==> src/rtl/hll_ram.sv <==
// Generic simple dual-port RAM: one write port, one read port with registered read data.
// No dependencies.
module hll_ram #(
  parameter int WIDTH = 8,
  parameter int DEPTH = 16
) (
  input  logic                     clk,
  input  logic                     we,
  input  logic [$clog2(DEPTH)-1:0] waddr,
  input  logic [WIDTH-1:0]         wdata,
  input  logic                     re,
  input  logic [$clog2(DEPTH)-1:0] raddr,
  output logic [WIDTH-1:0]         rdata
);

  logic [WIDTH-1:0] mem [DEPTH];

  // Write port
  always_ff @(posedge clk) begin
    if (we) begin
      mem[waddr] <= wdata;
    end
  end

  // Read port, data holds until the next read
  always_ff @(posedge clk) begin
    if (re) begin
      rdata <= mem[raddr];
    end
  end

endmodule

==> config.mk <==
export PLATFORM = sky130hd
export DESIGN_NAME = hll_ram
export DESIGN_NICKNAME = d
export VERILOG_FILES = /design/src/rtl/hll_ram.sv
export SDC_FILE = /design/constraint.sdc
export NUM_CORES = 1
export LEC_CHECK = 0
export ABC_AREA = 0
export BUFFER_PORTS_ARGS = -buffer_cell sky130_fd_sc_hd__buf_2
export CORE_MARGIN = 1.5
export CORE_UTILIZATION = 58
export CTS_CLUSTER_SIZE = 14
export DETAILED_ROUTE_END_ITERATION = 12
export PLACE_DENSITY = 0.76
export SETUP_SLACK_MARGIN = 0.4
export SLEW_MARGIN = 10
export SYNTH_ARGS = -nofsm -noshare
export SYNTH_HDL_FRONTEND = slang
export SYNTH_SLANG_ARGS = --single-unit
export TNS_END_PERCENT = 1
==> constraint.sdc <==
create_clock -name clk -period 3.15 [get_ports clk]
set_input_delay 0.63 -clock clk [delete_from_list [all_inputs] [get_ports clk]]
set_output_delay 0.63 -clock clk [all_outputs]
set_load 0.005 [all_outputs]
==> flow_summary.toml <==
[setup_path]
critPathMaxFanout = 26
crit_buf_inv = 2
critical_path_class = "input pin to flop"
worstPathRequired_ns = 3.41
arrival_ns = 2.07
endpoint_kind = "flop"
path_cells = "buf_2 -> buf_4 -> mux4_1 -> a22oi_1 -> nand2_1"
startpoint_type = "input pin"
r2r_slack_ns = 1.57
cp_slowest_cell = "buf_2"
cpPeakStageDelay_ns = 0.50
path_delay_family = "buffers and inverters"

[route]
drt-initial-drc-count = 278
postRouteAntennaNets = 0
drtPass1Iterations = 6
vias_per_cell = 6.135
wl_mm = 9.699
wl_per_cell_um = 24.31
drc = 0
vias = 2448

[timing]
clock.fmax_mhz = 550.1
hold_viol_final = 0
slew_viol_final = 0
rsz0062_at_grt = "no"
hold_ws_ns = 0.4978
fin_crit_sh_pct = 57.71
tns_ns = 0
min_period_ns = 1.818
skew_ns = 0.004603
setup_viol = 0
tightestPinTransition_ns = 0.9636
relSlewSlack_pct = 35.52

[run_status]
status = "finished clean"

[die]
fp.dieW_um = 97.94
initial_core_util_pct = 59.94
die-area_um2 = 9591
core_um2 = 8721
ioPinCount = 27
fp-row-count = 34
die_y_um = 97.94

[clocking]
cts_buffers = 17
cts_hold_buf = 0
cts.repair.resized = 0
cts_sinks = 136
clkLatencyLatePin_ns = 0.51
cts_buffer_depth = 2
clk_pin_slew_worst_paths_ns = 0.06
cts_setup_buffers = 0
htreeDepth = 4
cts-root-buf = "clkbuf_8"
cts_tree = "built"

[layout]
layout_commonest_cell = "edfxtp_1"
instances_no_fill = 399
fin_nets = 297
drive_gt1_share_pct = 30.24
syn_to_final_growth_pct = 16.20
final_cell_mix = "edfxtp_1, buf_2, mux4_2, a22oi_1, clkbuf_16"
antenna_cells = 0
nFillCells = 513
utilization_pct = 69.66

[synthesis]
ys_seq_elements = 136
synth_cells = 229
yosysTopAreaCell = "edfxtp_1"
yosysTopAreaCellShare_pct = 78.12
synth_area_um2 = 5228
synth-seq-area-share_pct = 78.12
synth.area.top_cells = "edfxtp_1, mux4_2, mux4_1"
synthesis.nets = 248
ys_warn_count = 0
syn_avg_cell_area_um2 = 22.83
ys_types = 18

[global_routing]
grt_max_degree = 27
grt_overflow = 0
first_global_vias = 2551
grt_pass1_wl_mm = 14.88
track_usage_pct = 21.92
antenna_found_initial = 0

[placement]
port_buffers = 26
routabilityCongestion = 0.7912
place_hpwl_mm = 5.996
dp_cells = 367

[pwr]
p_leak_nw = 2.053
p_per_area_nw_per_um2 = 665.9
finalPower_w = 0.004045
power.ir.vdd_worst_mv = 0.6258

[worst_hold_path]
hp-class = "input pin to flop"

[run]
cap_violations = 0
==> routing by layer <==
metal | wire length, um | vias to the layer above | track usage (%) | share of wire [%]
li1 | - | 1085 | - | -
met3 | 740 | 8 | 6.514 | 7.6
met4 | 110 | 0 | 5.385 | 1.1
met1 | 4092 | 1245 | 31.97 | 42
met5 | 0 | - | 0 | 0
met2 | 4756 | 110 | 33.42 | 49
==> synth_stat cells, drive strengths merged <==
cell type      number
buf                 7
nor2               13
nand2b              2
clkdlybuf4s25       3
nand2               9
nor3                4
a22oi              16
nand3b              2
nand3               1
and2                1
nor2b               1
or3b                1
and2b               1
mux4               32
edfxtp            136
==> cell families after synthesis <==
group           synth area share, %
flops                         78.12
simple gates                  3.136
mux                           14.79
compound gates                2.298
buf+inv                       1.651
==> sequential cells by signal, indices dropped and copies added (netlist names) <==
signal	flops
mem	128
rdata	8
==> worst reg2reg max path, cell delays in order, from the launching register on <==
cell and delay [ns]:
edfxtp_1 0.36, mux4_2 0.50, a22oi_1 0.34, nand2_1 0.12
==> power breakdown <==
part           switching (W)  internal [W]
sequential         0.0000105       0.00204
combinational       0.000105     0.0000767
clock               0.000700       0.00111
==> metrics by stage <==
| step | area, um2 | setup WS [ns] |
|---|---|---|
| 2_1_floorplan | 5228 | 1.027 |
| 3_3_place_gp | 5524 | 0.8292 |
| 3_5_place_dp | 5524 | 0.8130 |
| 4_1_cts | 6075 | 1.335 |
| 5_1_grt | 6075 | 1.269 |
| 6_report | 6075 | 1.332 |
==> worst paths after layout <==
check / from / endpoint / cells past startpoint
max: raddr[1] / rdata[1] / 5
max reg2reg: mem[3][4] / rdata[4] / 3
min: re / rdata[5] / 1
min reg2reg: mem[12][5] / rdata[5] / 3
==> cell type report <==
| type | count | area [um2] | area share [%] |
|---|---|---|---|
| flip-flops and latches | 136 | 4084 | 67.23 |
| repair buffers | 40 | 247.7 | 4.078 |
| well taps | 108 | 135.1 | 2.225 |
| clock inverters | 14 | 132.6 | 2.183 |
| multi-input cells | 83 | 1057 | 17.40 |
| clock buffers | 18 | 417.9 | 6.880 |
Power figures use the tool's default switching activity.
