`config.mk`:
```
export PLATFORM = sky130hd
export DESIGN_NAME = hll_merge
export DESIGN_NICKNAME = d
export VERILOG_FILES = /design/src/rtl/hll_pkg.sv /design/src/rtl/hll_merge.sv
export SDC_FILE = /design/constraint.sdc
export NUM_CORES = 1
export LEC_CHECK = 0
export BUFFER_PORTS_ARGS = -buffer_cell sky130_fd_sc_hd__clkbuf_2
export CAP_MARGIN = 40
export CORE_AREA = 2 2 39 41
export DETAILED_ROUTE_END_ITERATION = 12
export DIE_AREA = 0 0 41 43
export PLACE_DENSITY = 0.63
export SLEW_MARGIN = 20
export SYNTH_ARGS = -nofsm -noshare
export SYNTH_HDL_FRONTEND = slang
export SYNTH_SLANG_ARGS = --single-unit
```
`constraint.sdc`:
```
create_clock -name vclk -period 1.5
set_input_delay 0.075 -clock vclk [all_inputs]
set_output_delay 0.075 -clock vclk [all_outputs]
set_load 0.02 [all_outputs]
```
`src/rtl/hll_pkg.sv`:
```
// Shared types and constants for the HyperLogLog sparse/dense register update block.
// No dependencies; imported by hll_merge, hll_sparse_to_dense_update and the testbench.
package hll_pkg;

  // Field widths on the stream ports
  localparam int IDX_FIELD_W = 14;
  localparam int RANK_W      = 6;
  localparam int HELD_W      = 9;
  localparam int S_TDATA_W   = 24;
  localparam int M_TDATA_W   = 24;

  // Parameter defaults
  localparam int DEF_INDEX_BITS = 14;
  localparam int DEF_MAX_PAIRS  = 256;

  // One register array entry: presence mark for sparse bookkeeping plus value
  typedef struct packed {
    logic              present;
    logic [RANK_W-1:0] value;
  } entry_t;

  // Bookkeeping decisions from the merge logic
  typedef struct packed {
    logic append;    // new sparse pair taken
    logic go_dense;  // list full and index absent: switch to dense mode
  } merge_stat_t;

  // Controller states
  typedef enum logic [1:0] {
    ST_CLEAR,
    ST_IDLE,
    ST_RMW
  } ctrl_state_t;

endpackage

```
`src/rtl/hll_merge.sv`:
```
// Merge of one update into the stored register entry, with sparse-list bookkeeping.
// Depends on hll_pkg (entry_t, merge_stat_t).
module hll_merge (
  input  hll_pkg::entry_t              stored,
  input  logic [hll_pkg::RANK_W-1:0]   rank,
  input  logic                         dense,
  input  logic                         full,
  output hll_pkg::entry_t              wr_entry,
  output logic [hll_pkg::RANK_W-1:0]   result,
  output hll_pkg::merge_stat_t         stat
);
  import hll_pkg::*;

  logic              hit;
  logic [RANK_W-1:0] merged;

  // In dense mode every entry counts; unwritten ones hold zero
  assign hit    = dense || stored.present;
  assign merged = (hit && (stored.value > rank)) ? stored.value : rank;

  // Decide the new entry and the list bookkeeping
  always_comb begin
    wr_entry.present = 1'b1;
    wr_entry.value   = merged;
    result           = merged;
    stat.append      = !hit && !full;
    stat.go_dense    = !hit && full;
  end

endmodule

```
==> key figures <==
Drt
  – Post-Route WL: 749 µm
  – Wirelength per Cell: 9.73 µm
  – Pre-antenna DRT Iters: 2
  – Met1 wire length: 241 µm
  – Residual DRC count: 0
  – Vias per cell: 4.49
  – Met3 WL: 38 µm
  – Vias: 346
  – Initial DRC count: 2
  – Max layer used: met3
  – Routed wl met2: 469 µm
  – Detail Route Antenna Nets: 0

Global route
  – GRT Total Usage: 8.09%
  – Largest net degree at the start of global routing: 7
  – Vias in the first global route: 302
  – First-pass GRT wire length: 1.08 mm
  – Gr ovfl total: 0
  – Initial antenna violation count: 0

Placement
  – Area after DPL: 524 µm²
  – Placement Setup Slack: -0.191 ns
  – I/O Buffers: 29
  – Placed cell count: 77
  – DPL Wire Length: 620 µm
  – GPL Wtd Cong: 0.600

Yosys
  – Synth Area in Adders: 24.5%
  – Synth Area in Simple Gates: 12.2%
  – Syn nets: 58
  – Largest family of logic cells by synthesized area: buffers and inverters
  – Post-Synth XOR/XNOR Area: 0%
  – Cell taking the most area after synthesis: ha_1
  – Sequential area share after synthesis: 0%
  – Compound-cell area share of the yosys netlist: 15.5%
  – Leading post-synthesis cells by cell area: ha_1 (24%), mux2_2 (22%), buf_4 (17%)
  – Top cell type's share of synthesized area: 24.5%
  – Syn Inst Count: 37
  – Yosys warning count: 0
  – Mux contribution to synthesized area: 22.0%
  – Avg Inst Size Synth: 8.28 µm²
  – Cell area after synthesis: 307 µm²
  – Count of cell types in the netlist: 16

Floorplanning
  – Core region area: 1380 µm²
  – Die W: 41 µm
  – Core Rows: 14
  – Total die area: 1760 µm²
  – Initial Utilization: 22.2%
  – # IOs: 30
  – Die height: 43 µm

CTS
  – Hold Buf Count CTS: 0
  – Total setup buffers inserted after CTS: 0

Power
  – Static Leak: 0.327 nW
  – VDD IR-drop max: 0.000146 V
  – Power Density: 476 nW/µm²
  – Logic pwr share: 100.0%
  – Sw Ratio: 43.9%
  – Sequential fraction of design power: 0%
  – Internal power: 0.000175 W
  – Clock share of power: 0%
  – Sw Pwr: 0.000137 W

STA
  – Fin worst setup slack: -0.177 ns
  – Max Fclk: 596 MHz
  – Final hold violations: 0
  – Final min period: 1.68 ns
  – Final setup vio count: 12
  – Hold WS: 0.413 ns
  – Setup TNS: -2.07 ns
  – Fin crit share: 112%
  – Pins Over Slew Limit: 0
  – RSZ-0062 raised after global routing: yes

Run status
  – Failing checks: setup timing
  – Run status: finished, violations left

Finish
  – Nets: 84
  – N_diodes: 0
  – Seq cells: 0
  – Clock buffers: 0
  – Share of cells above drive strength 1: 78.7%
  – Layout area overhead: 114%
  – Non-Filler Instances: 77
  – Most frequent cells in the layout: buf_6 (13), clkbuf_2 (10), mux2_4 (6)
  – Most common cell after layout, fill and taps aside: buf_6
  – Register area: 0 µm²
  – Final instance area: 656 µm²
  – Fillers: 121

Critical path
  – Startpoint Class: input pin
  – Crit-path max FO: 6
  – Critical Path RT: 1.42 ns
  – Slowest CP cell: mux2_4
  – CP peak stage delay: 0.32 ns
  – Critical Path Sink Type: output pin
  – WP data arrival: 1.60 ns
  – Cell Chain, Critical Path: buf_8 > inv_4 > ha_4 > and4_4 > a31o_1 > a31oi_4 > buf_12 > mux2_4 > buf_6
  – Critical path class: input pin to output pin

Flow run
  – # Max-Cap Violations: 0

Worst hold path
  – Hold crit path type: input pin to output pin
  – Cell count of the worst hold path: 3
==> logic make-up (layout without fill, tap and decap cells) <==
logic type	Yosys count	after routing
compound gates	5	5
buf+inv	13	37
mux	6	6
other cells	1	1
fa+ha+maj	6	6
simple gates	6	6
==> worst paths after layout <==
kind | start | end | slack, ns
setup / recovery | rank[5] | wr_entry[3] | -0.18
hold / removal | full | stat[1] | 0.41
==> synthesized netlist by cell type (6+ instances only) <==
cell and count:
buf_4 7, ha_1 6, inv_1 6, mux2_2 6
==> repair_timing <==
| item | CTS | global route |
|---|---|---|
| resized for setup | 5 | 48 |
| pin swaps | 1 | 5 |
| setup endpoints to repair | 12 | 12 |
==> routing by layer <==
| layer | global-route usage, % | vias up |
|---|---|---|
| li1 | - | 169 |
| met1 | 9.18 | 164 |
| met2 | 16.3 | 13 |
| met3 | 0 | 0 |
| met4 | 0 | 0 |
| met5 | 0 | - |
==> metrics by stage <==
step | power [W] | utilization [%]
floorplan | 0.000192 | -
global placement | 0.000240 | 37.9
detailed placement | 0.000243 | 37.9
CTS | 0.000255 | 39.8
global route | 0.000334 | 47.4
finish | 0.000312 | 47.4
==> power groups by stage <==
stage	Sequential (W)	Clock (W)	Combinational [W]
floorplan	0	0	0.000192
global placement	0	0	0.000240
detailed placement	0	0	0.000243
CTS	0	0	0.000255
global route	0	0	0.000334
finish	0	0	0.000312
==> cell type report <==
| cell class | instances | area [µm²] | share of cell area (%) |
|---|---|---|---|
| repair buffers | 31 | 295 | 45.0 |
| multi-input cells | 24 | 308 | 46.9 |
| inverters | 6 | 32.5 | 4.96 |
| well taps | 16 | 20.0 | 3.05 |
==> critical path: cells and delay by family <==
kind	cells	cell delay [ns]
mux	1	0.32
compound gates	2	0.41
fa+ha+maj	1	0.19
buf+inv	4	0.42
simple gates	1	0.18
Power figures use the tool's default switching activity.
